### src/design/rso_pkg.sv
// ----------------------------------------------------------------------------
// rso_pkg
// shared types, constants and helpers for the rectangle split occlusion core
// ----------------------------------------------------------------------------
package rso_pkg;

  // internal coordinate width: holds x + w and every difference of cuts
  localparam int CW = 19;

  // default depth of the job queue between front and back
  localparam int QUEUE_DEPTH = 2;

  // configuration reset values
  localparam logic [14:0] DISP_WIDTH_RST   = 15'd256;
  localparam logic [14:0] DISP_HEIGHT_RST  = 15'd192;
  localparam logic [14:0] UPPER_OFFSET_RST = 15'd192;

  typedef enum logic [1:0] {
    REG_DISP_WIDTH   = 2'd0,
    REG_DISP_HEIGHT  = 2'd1,
    REG_UPPER_OFFSET = 2'd2
  } cfg_reg_t;

  typedef enum logic [1:0] {
    KIND_REMAIN  = 2'd0,
    KIND_VISIBLE = 2'd1,
    KIND_NONE    = 2'd2
  } piece_kind_t;

  // one classified job: cut positions per axis and the overlap cell
  typedef struct packed {
    logic [3:0][CW-1:0] cx;
    logic [3:0][CW-1:0] cy;
    logic [1:0]         nx;
    logic [1:0]         ny;
    logic               ovx;
    logic               ovy;
    logic               overlap;
  } job_t;

  typedef struct packed {
    logic [15:0] x;
    logic [15:0] y;
    logic [14:0] w;
    logic [14:0] h;
    piece_kind_t kind;
    logic        last;
  } piece_t;

  function automatic logic [CW-1:0] sx16(input logic [15:0] v);
    return {{(CW-16){v[15]}}, v};
  endfunction

  function automatic logic [CW-1:0] zx15(input logic [14:0] v);
    return {{(CW-15){1'b0}}, v};
  endfunction

endpackage

### src/design/rso_front.sv
// ----------------------------------------------------------------------------
// rso_front
// overlap test and cut list construction for one incoming rectangle pair
// ----------------------------------------------------------------------------
module rso_front (
  input  logic [15:0]   rect_x,
  input  logic [15:0]   rect_y,
  input  logic [14:0]   rect_w,
  input  logic [14:0]   rect_h,
  input  logic [15:0]   occ_x,
  input  logic [15:0]   occ_y,
  input  logic [14:0]   occ_w,
  input  logic [14:0]   occ_h,
  output rso_pkg::job_t job
);

  typedef struct packed {
    logic [3:0][rso_pkg::CW-1:0] cut;
    logic [1:0]                  n;
    logic                        ov;
  } axis_t;

  // x axis takes the far occluder edge on <=, y axis only on <
  function automatic axis_t cut_axis(
    input logic signed [rso_pkg::CW-1:0] s,
    input logic signed [rso_pkg::CW-1:0] e,
    input logic signed [rso_pkg::CW-1:0] os,
    input logic signed [rso_pkg::CW-1:0] oe,
    input logic                          strict_third
  );
    axis_t                         a;
    logic                          lt;
    logic                          third;
    logic                          t;
    logic signed [rso_pkg::CW-1:0] c1;
    logic signed [rso_pkg::CW-1:0] lastc;
    lt    = s < os;
    c1    = lt ? os : ((oe <= e) ? oe : e);
    third = strict_third ? (oe < e) : (oe <= e);
    t     = third && (c1 != oe);
    lastc = t ? oe : c1;
    a.cut[0] = s;
    a.cut[1] = c1;
    a.cut[2] = t ? oe : e;
    a.cut[3] = e;
    a.ov     = lt;
    a.n      = 2'd1 + {1'b0, t} + {1'b0, lastc < e};
    return a;
  endfunction

  logic signed [rso_pkg::CW-1:0] rx, ry, ox, oy;
  logic signed [rso_pkg::CW-1:0] rxe, rye, oxe, oye;
  logic                          overlap;
  axis_t                         ax, ay;

  assign rx  = rso_pkg::sx16(rect_x);
  assign ry  = rso_pkg::sx16(rect_y);
  assign ox  = rso_pkg::sx16(occ_x);
  assign oy  = rso_pkg::sx16(occ_y);
  assign rxe = rx + $signed(rso_pkg::zx15(rect_w));
  assign rye = ry + $signed(rso_pkg::zx15(rect_h));
  assign oxe = ox + $signed(rso_pkg::zx15(occ_w));
  assign oye = oy + $signed(rso_pkg::zx15(occ_h));

  assign overlap = (rxe > ox) && (rye > oy) && (rx < oxe) && (ry < oye);

  assign ax = cut_axis(rx, rxe, ox, oxe, 1'b0);
  assign ay = cut_axis(ry, rye, oy, oye, 1'b1);

  always_comb begin
    job.overlap = overlap;
    if (overlap) begin
      job.cx  = ax.cut;
      job.cy  = ay.cut;
      job.nx  = ax.n;
      job.ny  = ay.n;
      job.ovx = ax.ov;
      job.ovy = ay.ov;
    end else begin
      // disjoint: a single cell that spans the whole input rectangle
      job.cx  = {rxe, rxe, rxe, rx};
      job.cy  = {rye, rye, rye, ry};
      job.nx  = 2'd1;
      job.ny  = 2'd1;
      job.ovx = 1'b0;
      job.ovy = 1'b0;
    end
  end

endmodule

### src/design/rso_queue.sv
// ----------------------------------------------------------------------------
// rso_queue
// small job queue between the front classifier and the back walker
// ----------------------------------------------------------------------------
module rso_queue #(
  parameter int DEPTH = rso_pkg::QUEUE_DEPTH
) (
  input  logic          clk,
  input  logic          rst_n,
  input  logic          push,
  input  rso_pkg::job_t push_job,
  output logic          full,
  input  logic          pop,
  output logic          head_valid,
  output rso_pkg::job_t head_job
);

  localparam int AW = (DEPTH > 1) ? $clog2(DEPTH) : 1;
  localparam int NW = $clog2(DEPTH + 1);

  rso_pkg::job_t mem_r [DEPTH];
  logic [AW-1:0] wr_ptr_r, wr_ptr_nxt;
  logic [AW-1:0] rd_ptr_r, rd_ptr_nxt;
  logic [NW-1:0] count_r, count_nxt;

  assign full       = (count_r == NW'(DEPTH));
  assign head_valid = (count_r != '0);
  assign head_job   = mem_r[rd_ptr_r];

  always_comb begin
    wr_ptr_nxt = wr_ptr_r;
    rd_ptr_nxt = rd_ptr_r;
    count_nxt  = count_r;
    if (push) begin
      wr_ptr_nxt = (wr_ptr_r == AW'(DEPTH - 1)) ? '0 : wr_ptr_r + 1'b1;
    end
    if (pop) begin
      rd_ptr_nxt = (rd_ptr_r == AW'(DEPTH - 1)) ? '0 : rd_ptr_r + 1'b1;
    end
    if (push && !pop) begin
      count_nxt = count_r + 1'b1;
    end else if (pop && !push) begin
      count_nxt = count_r - 1'b1;
    end
  end

  always_ff @(posedge clk) begin
    if (!rst_n) begin
      wr_ptr_r <= '0;
      rd_ptr_r <= '0;
      count_r  <= '0;
    end else begin
      wr_ptr_r <= wr_ptr_nxt;
      rd_ptr_r <= rd_ptr_nxt;
      count_r  <= count_nxt;
    end
  end

  always_ff @(posedge clk) begin
    if (push) begin
      mem_r[wr_ptr_r] <= push_job;
    end
  end

endmodule

### src/design/rso_back.sv
// ----------------------------------------------------------------------------
// rso_back
// walks the cells of one job, clips each to the screens and emits survivors
// ----------------------------------------------------------------------------
module rso_back (
  input  logic           clk,
  input  logic           rst_n,
  input  logic [14:0]    disp_width,
  input  logic [14:0]    disp_height,
  input  logic [14:0]    upper_offset,
  input  logic           job_valid,
  input  rso_pkg::job_t  job,
  output logic           job_pop,
  output logic           out_valid,
  input  logic           out_stall,
  output rso_pkg::piece_t out_piece
);

  localparam int CW = rso_pkg::CW;

  // walker state
  logic                active_r, active_nxt;
  logic [1:0]          i_r, i_nxt, j_r, j_nxt;
  logic [1:0]          nx_r, nx_nxt, ny_r, ny_nxt;
  logic                ovx_r, ovx_nxt, ovy_r, ovy_nxt, ovl_r, ovl_nxt;
  logic [3:0][CW-1:0]  cxw_r, cxw_nxt, cyw_r, cyw_nxt, cys_r, cys_nxt;

  // held survivor and output register
  rso_pkg::piece_t     pend_r, pend_nxt;
  logic                pend_v_r, pend_v_nxt;
  rso_pkg::piece_t     out_r, out_nxt;
  logic                out_v_r, out_v_nxt;

  logic                out_free, step, load, cand_last, cand_keep, push;
  logic                in_screen;
  rso_pkg::piece_t     cand;
  logic signed [CW-1:0] x, x1, y, y1, sw, sh, off, offsh, w, h;

  assign out_free = !out_v_r || !out_stall;
  assign step     = active_r && out_free;
  assign cand_last = (i_r == nx_r - 2'd1) && (j_r == ny_r - 2'd1);
  assign load     = job_valid && (!active_r || (step && cand_last));
  assign job_pop  = load;

  assign x     = $signed(cxw_r[0]);
  assign x1    = $signed(cxw_r[1]);
  assign y     = $signed(cyw_r[0]);
  assign y1    = $signed(cyw_r[1]);
  assign sw    = $signed(rso_pkg::zx15(disp_width));
  assign sh    = $signed(rso_pkg::zx15(disp_height));
  assign off   = $signed(rso_pkg::zx15(upper_offset));
  assign offsh = off + sh;

  always_comb begin
    in_screen = (x < sw) && ((y < sh) || ((y >= off) && (y < offsh)));
    if (!ovl_r) begin
      h = y1 - y;
    end else if ((y1 > sh) && (y1 < off)) begin
      h = sh - y;
    end else if (y1 > offsh) begin
      h = offsh - y;
    end else begin
      h = y1 - y;
    end
    if (ovl_r && (x1 > sw)) begin
      w = sw - x;
    end else begin
      w = x1 - x;
    end
    cand_keep = !ovl_r || (in_screen && (h > 0) && (w > 0));
    cand.x    = x[15:0];
    cand.y    = y[15:0];
    cand.w    = w[14:0];
    cand.h    = h[14:0];
    cand.kind = (ovl_r && (i_r == {1'b0, ovx_r}) && (j_r == {1'b0, ovy_r})) ?
                rso_pkg::KIND_VISIBLE : rso_pkg::KIND_REMAIN;
    cand.last = cand_last;
  end

  // walker: one cell per cycle while the output is not stalled, column-major
  always_comb begin
    active_nxt = active_r;
    i_nxt      = i_r;
    j_nxt      = j_r;
    nx_nxt     = nx_r;
    ny_nxt     = ny_r;
    ovx_nxt    = ovx_r;
    ovy_nxt    = ovy_r;
    ovl_nxt    = ovl_r;
    cxw_nxt    = cxw_r;
    cyw_nxt    = cyw_r;
    cys_nxt    = cys_r;
    if (step) begin
      if (cand_last) begin
        active_nxt = 1'b0;
      end else if (j_r == ny_r - 2'd1) begin
        i_nxt   = i_r + 2'd1;
        j_nxt   = 2'd0;
        cxw_nxt = {cxw_r[3], cxw_r[3:1]};
        cyw_nxt = cys_r;
      end else begin
        j_nxt   = j_r + 2'd1;
        cyw_nxt = {cyw_r[3], cyw_r[3:1]};
      end
    end
    if (load) begin
      active_nxt = 1'b1;
      i_nxt      = 2'd0;
      j_nxt      = 2'd0;
      nx_nxt     = job.nx;
      ny_nxt     = job.ny;
      ovx_nxt    = job.ovx;
      ovy_nxt    = job.ovy;
      ovl_nxt    = job.overlap;
      cxw_nxt    = job.cx;
      cyw_nxt    = job.cy;
      cys_nxt    = job.cy;
    end
  end

  // with the output free, a held survivor leaves once the next one shows up or its job is closed
  always_comb begin
    push       = out_free && pend_v_r && (pend_r.last || (step && cand_keep));
    pend_nxt   = pend_r;
    pend_v_nxt = pend_v_r;
    out_nxt    = out_r;
    out_v_nxt  = out_v_r;
    if (push) begin
      out_nxt   = pend_r;
      out_v_nxt = 1'b1;
    end else if (!out_stall) begin
      out_v_nxt = 1'b0;
    end
    if (step && cand_keep) begin
      pend_nxt   = cand;
      pend_v_nxt = 1'b1;
    end else if (step && cand_last) begin
      if (pend_v_r && !pend_r.last) begin
        pend_nxt.last = 1'b1;
      end else begin
        pend_nxt.x    = '0;
        pend_nxt.y    = '0;
        pend_nxt.w    = '0;
        pend_nxt.h    = '0;
        pend_nxt.kind = rso_pkg::KIND_NONE;
        pend_nxt.last = 1'b1;
        pend_v_nxt    = 1'b1;
      end
    end else if (push) begin
      pend_v_nxt = 1'b0;
    end
  end

  always_ff @(posedge clk) begin
    if (!rst_n) begin
      active_r <= 1'b0;
      pend_v_r <= 1'b0;
      out_v_r  <= 1'b0;
    end else begin
      active_r <= active_nxt;
      pend_v_r <= pend_v_nxt;
      out_v_r  <= out_v_nxt;
    end
  end

  always_ff @(posedge clk) begin
    i_r    <= i_nxt;
    j_r    <= j_nxt;
    nx_r   <= nx_nxt;
    ny_r   <= ny_nxt;
    ovx_r  <= ovx_nxt;
    ovy_r  <= ovy_nxt;
    ovl_r  <= ovl_nxt;
    cxw_r  <= cxw_nxt;
    cyw_r  <= cyw_nxt;
    cys_r  <= cys_nxt;
    pend_r <= pend_nxt;
    out_r  <= out_nxt;
  end

  assign out_valid = out_v_r;
  assign out_piece = out_r;

endmodule

### src/design/rectangle_split_occlusion_core.sv
// ----------------------------------------------------------------------------
// rectangle_split_occlusion_core
// splits a rectangle at an occluder's edges and clips the pieces to two screens
// ----------------------------------------------------------------------------
// path: a transaction is stored in the job queue, loaded into the back walker,
//   held as the pending survivor and registered at the output; an item has
//   nx*ny cells (1 to 9), one clipped per cycle unless the output stalls
// reset: synchronous active-low rst_n empties the job queue, idles the walker,
//   drops the output and returns the screen registers to 256 / 192 / 192
module rectangle_split_occlusion_core #(
  parameter int QUEUE_DEPTH = rso_pkg::QUEUE_DEPTH
) (
  input  logic        clk,
  input  logic        rst_n,
  // input channel
  input  logic        in_valid,
  output logic        in_stall,
  input  logic [15:0] in_rect_x,
  input  logic [15:0] in_rect_y,
  input  logic [14:0] in_rect_w,
  input  logic [14:0] in_rect_h,
  input  logic [15:0] in_occ_x,
  input  logic [15:0] in_occ_y,
  input  logic [14:0] in_occ_w,
  input  logic [14:0] in_occ_h,
  // result channel
  output logic        out_valid,
  input  logic        out_stall,
  output logic [15:0] out_piece_x,
  output logic [15:0] out_piece_y,
  output logic [14:0] out_piece_w,
  output logic [14:0] out_piece_h,
  output logic [1:0]  out_piece_kind,
  output logic        out_last_piece,
  // configuration
  input  logic        cfg_we,
  input  logic [1:0]  cfg_index,
  input  logic [14:0] cfg_wdata
);

  // screen geometry registers
  logic [14:0] disp_width_r, disp_width_nxt;
  logic [14:0] disp_height_r, disp_height_nxt;
  logic [14:0] upper_offset_r, upper_offset_nxt;

  always_comb begin
    disp_width_nxt   = disp_width_r;
    disp_height_nxt  = disp_height_r;
    upper_offset_nxt = upper_offset_r;
    if (cfg_we) begin
      unique case (rso_pkg::cfg_reg_t'(cfg_index))
        rso_pkg::REG_DISP_WIDTH:   disp_width_nxt   = cfg_wdata;
        rso_pkg::REG_DISP_HEIGHT:  disp_height_nxt  = cfg_wdata;
        rso_pkg::REG_UPPER_OFFSET: upper_offset_nxt = cfg_wdata;
        default: ;  // index past the register list, write dropped
      endcase
    end
  end

  always_ff @(posedge clk) begin
    if (!rst_n) begin
      disp_width_r   <= rso_pkg::DISP_WIDTH_RST;
      disp_height_r  <= rso_pkg::DISP_HEIGHT_RST;
      upper_offset_r <= rso_pkg::UPPER_OFFSET_RST;
    end else begin
      disp_width_r   <= disp_width_nxt;
      disp_height_r  <= disp_height_nxt;
      upper_offset_r <= upper_offset_nxt;
    end
  end

  // front: overlap test and cut lists, written straight into the queue
  rso_pkg::job_t   front_job, head_job;
  logic            q_full, q_push, q_pop, head_valid;
  rso_pkg::piece_t piece;

  rso_front u_front (
    .rect_x (in_rect_x),
    .rect_y (in_rect_y),
    .rect_w (in_rect_w),
    .rect_h (in_rect_h),
    .occ_x  (in_occ_x),
    .occ_y  (in_occ_y),
    .occ_w  (in_occ_w),
    .occ_h  (in_occ_h),
    .job    (front_job)
  );

  // a transaction lands in the queue whenever there is a free slot
  assign in_stall = q_full;
  assign q_push   = in_valid && !q_full;

  rso_queue #(
    .DEPTH (QUEUE_DEPTH)
  ) u_queue (
    .clk        (clk),
    .rst_n      (rst_n),
    .push       (q_push),
    .push_job   (front_job),
    .full       (q_full),
    .pop        (q_pop),
    .head_valid (head_valid),
    .head_job   (head_job)
  );

  // back: walks the grid column by column, holds one survivor so that the
  // final piece of each item can be flagged, then registers the result
  rso_back u_back (
    .clk          (clk),
    .rst_n        (rst_n),
    .disp_width   (disp_width_r),
    .disp_height  (disp_height_r),
    .upper_offset (upper_offset_r),
    .job_valid    (head_valid),
    .job          (head_job),
    .job_pop      (q_pop),
    .out_valid    (out_valid),
    .out_stall    (out_stall),
    .out_piece    (piece)
  );

  assign out_piece_x    = piece.x;
  assign out_piece_y    = piece.y;
  assign out_piece_w    = piece.w;
  assign out_piece_h    = piece.h;
  assign out_piece_kind = piece.kind;
  assign out_last_piece = piece.last;

endmodule

### config.mk
export PLATFORM = sky130hd
export DESIGN_NAME = rectangle_split_occlusion_core
export DESIGN_NICKNAME = d
export VERILOG_FILES = /design/src/design/rso_pkg.sv /design/src/design/rso_front.sv /design/src/design/rso_queue.sv /design/src/design/rso_back.sv /design/src/design/rectangle_split_occlusion_core.sv
export SDC_FILE = /design/constraint.sdc
export NUM_CORES = 2
export LEC_CHECK = 0
export BUFFER_PORTS_ARGS = -buffer_cell sky130_fd_sc_hd__buf_2
export CAP_MARGIN = 40
export CORE_MARGIN = 1
export CORE_UTILIZATION = 46
export DETAILED_ROUTE_END_ITERATION = 10
export GPL_ROUTABILITY_DRIVEN = 0
export SLEW_MARGIN = 20
export SYNTH_ARGS = -nofsm -noshare
export SYNTH_HDL_FRONTEND = slang
export SYNTH_SLANG_ARGS = --single-unit
### constraint.sdc
create_clock -name clk -period 26.9 [get_ports clk]
set_input_delay 1.345 -clock clk [delete_from_list [all_inputs] [get_ports clk]]
set_output_delay 1.345 -clock clk [all_outputs]
set_load 0.01 [all_outputs]
# ---- After elaboration in Yosys (flattened, before gate mapping)
# Memory sizes are Yosys's and may differ from the RTL's. A register that Yosys moved wholly into a read port is not among the register bits.
# Index checks and enable logic that the tools add are counted.
dict set report classes {
  add_sub_neg 22
  multipliers 0
  div_mod_pow 0
  n_lt_le_gt_ge 21
  eq_ne 13
  shift 0
  mux 43
  bitwise 1
  n_reduce_logical 55
}
# op n
set op_table {}
lappend op_table {{two-way mux 76 bit} 7}
lappend op_table {{two-way mux 19 bit} 12}
lappend op_table {{two-way mux 139 bit} 1}
lappend op_table {{two-way mux 65 bit} 2}
lappend op_table {{adder 16 x 16 -> 17 bit} 4}
lappend op_table {{two-way mux 64 bit} 1}
lappend op_table {{< comparator 19 x 16 -> 1 bit} 3}
lappend op_table {{two-way mux 57 bit} 1}
lappend op_table {{subtractor 19 bit} 3}
lappend op_table {{> comparator 19 x 1 -> 1 bit (second input constant)} 2}
lappend op_table {{> comparator 19 x 16 -> 1 bit} 2}
lappend op_table {{< comparator 19 x 17 -> 1 bit} 2}
lappend op_table {{!= test 19 x 17 -> 1 bit} 2}
lappend op_table {{subtractor 16 x 19 -> 19 bit} 2}
lappend op_table {{> comparator 17 x 16 -> 1 bit} 2}
lappend op_table {{<= comparator 17 bit} 2}
lappend op_table {{< comparator 16 x 17 -> 1 bit} 2}
lappend op_table {{< comparator 16 bit} 2}
lappend op_table {{logical AND 1 bit} 24}
lappend op_table {{greater-or-equal comparator 19 x 16 -> 1 bit} 1}
lappend op_table {{> comparator 19 bit} 1}
lappend op_table {{< comparator 19 bit} 1}
lappend op_table {{< comparator 17 bit} 1}
lappend op_table {{adder 15 x 15 -> 16 bit} 1}
lappend op_table {{other kinds (22)} 74}
dict set report word_totals {
  reg_bits 421
  latchBits 0
  ram_bits 318
  romBits 0
  inputBits 146
  out_inout_bits 67
  mem_count 1
}
# name words word_bits read_ports rd_clocked_by_memory_dff write_ports line_no
set memory_table {}
lappend memory_table {u_queue.mem_r 2 159 1 1 1 rso_queue.sv:21} ;# rso_pkg::job_t mem_r [DEPTH];

# ---- Depth between registers and ports, before layout
dict set report depth {
  ltp_word 15
  mapped_depth 39
  mapped_depth_nobuf 38
}

# ---- Cells and area by module
# Synthesis repeated with hierarchy kept, for this count alone.
dict set report unflattened {
  hier_cells 4132
  hier_area_um2 45802.7
}
# module instances cells_each area_per_inst_um2 seq_area_each_um2
set by_module_without_submodules {}
lappend by_module_without_submodules {rso_back 1 2071 21894.7 11100.6}
lappend by_module_without_submodules {rso_queue 1 517 12115.4 9649.3}
lappend by_module_without_submodules {rso_front 1 1373 10032.1 0.0}
lappend by_module_without_submodules {rectangle_split_occlusion_core 1 171 1760.4 900.9}

# ---- Least setup slack after synthesis
# No wires, ideal clock.
dict set report synth_timing {
  kind {register to register}
  start {register disp_height_r[0]}
  end {register u_back.pend_r[10] (netlist name) (enable)}
  setup_time_ns 0.508
  arrival_ns 8.304
  required_time_ns 26.392
  setup_slack_ns 18.088
  path_stages_with_launch 30
  path_buffers 2
  path_cell_list {dfxtp_1 -> ha_1 -> fa_1 -> a21o_1 -> a21oi_1 -> o21bai_1 -> a21oi_1 -> o21bai_1 -> a21oi_1 -> o21bai_1 -> a21oi_1 -> o21ai_0 -> a21o_1 -> a21o_1 -> xnor2_1 -> ha_1 -> and4_1 -> nand3_1 -> nor3_1 -> or3_1 -> a211o_1 -> buf_4 -> mux2i_1 -> a211o_1 -> o2111a_1 -> nor4bb_1 -> and4_1 -> and2_1 -> buf_4 -> o22ai_1}
}
dict set report synth_via {
  elab_chain_len 12
  elab_cells_between_ends 22
  cone_classes {add/sub (3); order compare (5); eq/ne (1); mux (3); reduce/logical (10)}
}
# element line_no
set synth_rtl {}
lappend synth_rtl {{start: declaration} rectangle_split_occlusion_core.sv:43} ;# logic [14:0] disp_height_r, disp_height_nxt;
lappend synth_rtl {{start signal: assignment} rectangle_split_occlusion_core.sv:63} ;# disp_height_r <= rso_pkg::DISP_HEIGHT_RST;
lappend synth_rtl {{start signal: assignment} rectangle_split_occlusion_core.sv:67} ;# disp_height_r <= disp_height_nxt;
lappend synth_rtl {{adder 15 x 15 -> 16 bit} rso_back.sv:52} ;# assign offsh = off + sh;
lappend synth_rtl {{subtractor 19 bit / > comparator 19 bit (equally long branches)} {rso_back.sv:61, rso_back.sv:60}}
lappend synth_rtl {{two-way mux 19 bit} rso_back.sv:60} ;# end else if (y1 > offsh) begin
lappend synth_rtl {{two-way mux 19 bit} rso_back.sv:58} ;# end else if ((y1 > sh) && (y1 < off)) begin
lappend synth_rtl {{two-way mux 19 bit} rso_back.sv:56} ;# if (!ovl_r) begin
lappend synth_rtl {{> comparator 19 x 1 -> 1 bit} rso_back.sv:70} ;# cand_keep = !ovl_r || (in_screen && (h > 0) && (w > 0));
lappend synth_rtl {{logical AND 1 bit * (2 in series)} rso_back.sv:70}
lappend synth_rtl {{logical OR 1 bit *} rso_back.sv:70}
lappend synth_rtl {{logical AND 1 bit *} rso_back.sv:134} ;# if (step && cand_keep) begin
lappend synth_rtl {{!= test 2 x 1 -> 1 bit (no line) / nonzero test 2 bit (equally long branches)} --}
lappend synth_rtl {{AND reduction 2 bit (no line) *} --}
lappend synth_rtl {{end signal: assignment} rso_back.sv:177} ;# pend_r <= pend_nxt;
lappend synth_rtl {{end: declaration} rso_back.sv:29} ;# rso_pkg::piece_t pend_r, pend_nxt;
# Mark *: on every way between the ends. The rest lies on a longest branch, timed or not.
# A chain may end at the register's enable or synchronous reset.

==> metrics.log <==
[metrics] outcome: finished, final reports clean
[metrics] Crit Path Class: primary input to flop
[metrics] sum of negative setup slack: 0 ps
[metrics] Final Max Slew Viols: 0
[metrics] total non-filler cell area in the finished layout: between 0.04 and 0.05 mm^2
[metrics] number of post-CTS setup repair buffers: 0
[metrics] wire length of the first global-routing pass: roughly 170 mm
[metrics] CTS tree: yes
[metrics] Clock Latency Late Sink: between 600 and 700 ps
[metrics] Critical Path Max Stage Delay: ~460 ps
[metrics] startpoint type of the worst setup path: primary input
[metrics] YS warnings: 0
[metrics] final instance count without filler cells: roughly 5300
[metrics] number of failing setup endpoints in the final timing report: 0
[metrics] H-tree depth: 3
[metrics] clk sinks: slightly below 700
[metrics] Tmin final: 8750 ps
[metrics] total I/O pin count: approximately 210
[metrics] unrepaired setup endpoints after global routing: false
[metrics] Placed Instances: 5181
[metrics] worst rel slew slack: 0.360
[metrics] number of buffers created by CTS: ~70
[metrics] largest area contributor in the netlist: sky130_fd_sc_hd__edfxtp_1
[metrics] die width: 303 um
[metrics] area added between synthesis and finish: 12.1%
[metrics] number of filler cells placed in the layout: roughly 8000
[metrics] most frequent cell after synthesis: sky130_fd_sc_hd__edfxtp_1
[metrics] type of element capturing the critical path: flop
[metrics] number of global-route vias before repair: 29300
[metrics] path type of the worst min-delay path: flop to flop
[metrics] die height: 303 um
[metrics] post-detailed-placement cell area: approximately 0.044 mm^2
[metrics] Pwr Total: slightly above 5 mW
[metrics] hold buffers post-CTS: 0
[metrics] cell types with the largest area share after synthesis: sky130_fd_sc_hd__edfxtp_1 45%, sky130_fd_sc_hd__ha_1 12%, sky130_fd_sc_hd__nand2_1 3.5%
[metrics] number of antenna violations at the first check in global routing: 6
[metrics] netlist area before placement: roughly 0.042 mm^2
[metrics] root buffer cell: sky130_fd_sc_hd__clkbuf_16
[metrics] remaining number of nets flagged by the antenna check after routing: 0
[metrics] number of vias per cell after detailed routing: roughly 5.8
[metrics] DR pass1 iterations: 6
[metrics] final routed wirelength across all metal layers: 115 mm
[metrics] Worst Path Buf+Inv: 3
[metrics] clock-pin transition on the worst setup and hold timing paths: 60 ps
[metrics] Worst Setup Slack, final: between 15000 and 20000 ps
[metrics] synth cell count leaders: 622 x sky130_fd_sc_hd__edfxtp_1, 387 x sky130_fd_sc_hd__ha_1, 386 x sky130_fd_sc_hd__nand2_1
[metrics] maxcap violations: 0
[metrics] Fin. Hold Viols: 0
[metrics] Overflow after GRT: 0
[metrics] EDFF count, synth: just over 600
[metrics] die area: 0.0915 mm^2
[metrics] clock tree buffer depth: 3
[metrics] post-synth net total: approximately 4400
[metrics] maximum fanout along the worst path: 23
[metrics] Synth Instances: between 3000 and 4000
[metrics] overall global routing resource usage: 0.248
[metrics] Yosys reg bits: approximately 680
[metrics] post_cts resized: 0
[metrics] dominant delay contributor by cell family on the critical path: compound AO/OA/AOI/OAI gates
[metrics] power per unit of standard cell area: ~110 mW/mm^2
[metrics] Data arrival, critical path: slightly above 9000 ps
[metrics] share of the core filled with cells: 0.524
[metrics] asr flop ratio synth: 0
[metrics] average wire per cell in the routed design: 21.5 um
[metrics] worst vdd ir: just over 0.00008 V
[metrics] Post-route DRC: 0
[metrics] Final period util: 0.325
[metrics] timing-limited maximum frequency: about 110 MHz
[metrics] area fraction of the dominant cell type after synthesis: 0.450
[metrics] pre-CTS setup slack: ~18000 ps
[metrics] via total after detailed routing: 31100
[metrics] synthesized area divided by synthesized cell count: around 11 um^2
[metrics] Leak Pwr: ~18 nW
[metrics] maximum number of pins on one net before global-route repair: 85
[metrics] sequential element share of the synthesized area: 0.477
[metrics] Req. time, crit path: about 27000 ps
[metrics] cell type of the slowest stage on the worst timing path: sky130_fd_sc_hd__o31a_1
[metrics] number of distinct standard cells referenced by the synthesized netlist: around 110
[metrics] initial cell density of the core: 0.467
[metrics] leading register cell type out of synthesis: sky130_fd_sc_hd__edfxtp_1
[metrics] I/O Buffers: 212
[metrics] net total in the final layout: approximately 4600
[metrics] half-perimeter wire length after detailed placement: 85.7 mm
[metrics] Placement Rows: 109
[metrics] post-route worst hold slack: between 400 and 500 ps
[metrics] worst slew pin tran: about 960 ps
[metrics] core box area: around 0.089 mm^2
[metrics] violation count after the first detailed-route iteration: ~2700
[metrics] share of post-route cells with drive strength above 1: 0.125
[metrics] setup skew after layout: slightly below 20 ps
[path summary, 6_finish.rpt]
kind         depth (start not counted)                             from                             end  slack (ps)
max                                 40                     in_rect_y[1]   u_queue.mem_r[0][3]$_DFFE_PP_       18150
min                                  0  u_back.pend_r[31]$_SDFFCE_PN0P_  u_back.out_piece[31]$_DFFE_PP_         420
max reg2reg                         28    disp_height_r[0]$_SDFFE_PN0P_  u_back.pend_r[7]$_SDFFCE_PN0P_       19330
min reg2reg                          0  u_back.pend_r[31]$_SDFFCE_PN0P_  u_back.out_piece[31]$_DFFE_PP_         420
[per-layer routing]
metal,vias to the layer above,GRT usage,wire (um)
li1,14900,-,-
met1,14900,0.360,52500
met3,200,0.0354,7830
met4,4,0.0785,3440
met5,-,0,27
met2,1062,0.382,50700
[placed cells by master, fill, tap and decap left out, types with 38 or more instances in the layout]
master,instances
sky130_fd_sc_hd__edfxtp_1,622
sky130_fd_sc_hd__ha_1,387
sky130_fd_sc_hd__nand2_1,384
sky130_fd_sc_hd__nor2_1,280
sky130_fd_sc_hd__inv_1,256
sky130_fd_sc_hd__a21oi_1,239
sky130_fd_sc_hd__buf_2,213
sky130_fd_sc_hd__o21ai_0,180
sky130_fd_sc_hd__mux2i_1,110
sky130_fd_sc_hd__xnor2_1,108
sky130_fd_sc_hd__nor3_1,103
sky130_fd_sc_hd__a21o_1,90
sky130_fd_sc_hd__mux2_2,78
sky130_fd_sc_hd__a31oi_1,74
sky130_fd_sc_hd__clkbuf_16,74
sky130_fd_sc_hd__dfxtp_1,56
sky130_fd_sc_hd__a21boi_0,51
sky130_fd_sc_hd__nor2b_1,46
sky130_fd_sc_hd__xor2_1,43
sky130_fd_sc_hd__nand3_1,42
sky130_fd_sc_hd__o22ai_1,42
sky130_fd_sc_hd__o21a_1,40
sky130_fd_sc_hd__nand2b_1,39
sky130_fd_sc_hd__nand4_1,38
[logic make-up after synthesis]
| logic type | synth area share |
|---|---|
| and+or+nand+nor | 0.122 |
| xor gates and xnor gates | 0.0346 |
| adders and majority gates | 0.122 |
| buffers and inverters | 0.0386 |
| DFF | 0.477 |
| AOI/OAI and AO/OA | 0.158 |
| muxes | 0.0479 |
[sequential cells by signal (all words and copies together) (netlist names), 2 cells and up, named ones only]
signal,cells
u_back.j_r,2
u_back.cxw_r,34
u_back.x,17
u_back.pend_r,65
u_queue.mem_r,282
u_back.out_piece,65
u_back.nx_r,2
u_back.x1,17
u_back.cys_r,67
disp_width_r,15
u_back.i_r,2
u_back.y,17
u_back.y1,17
disp_height_r,15
u_back.cyw_r,34
u_queue.count_r,2
upper_offset_r,15
u_back.ny_r,2
[where the power goes]
part | internal (mW) | leakage [nW] | switching (mW) | total, mW
combinational | 0.876 | 10.8 | 1.51 | 2.38
sequential | 1.64 | 6.30 | 0.137 | 1.77
clock | 0.604 | 1.17 | 0.409 | 1.01
[area by class of cell]
class                      instances  area [um^2]  area share
sequential                       679        19800       0.426
clock buffer                      85         1900      0.0409
timing repair buffer             258         1670      0.0358
tap                             1165         1460      0.0313
clock inverter                    43          500      0.0107
antenna                            4         10.0    0.000215
inverter                         261          987      0.0212
multi-input combinational       2824        20200       0.434
(Power assumes the default switching activity.)
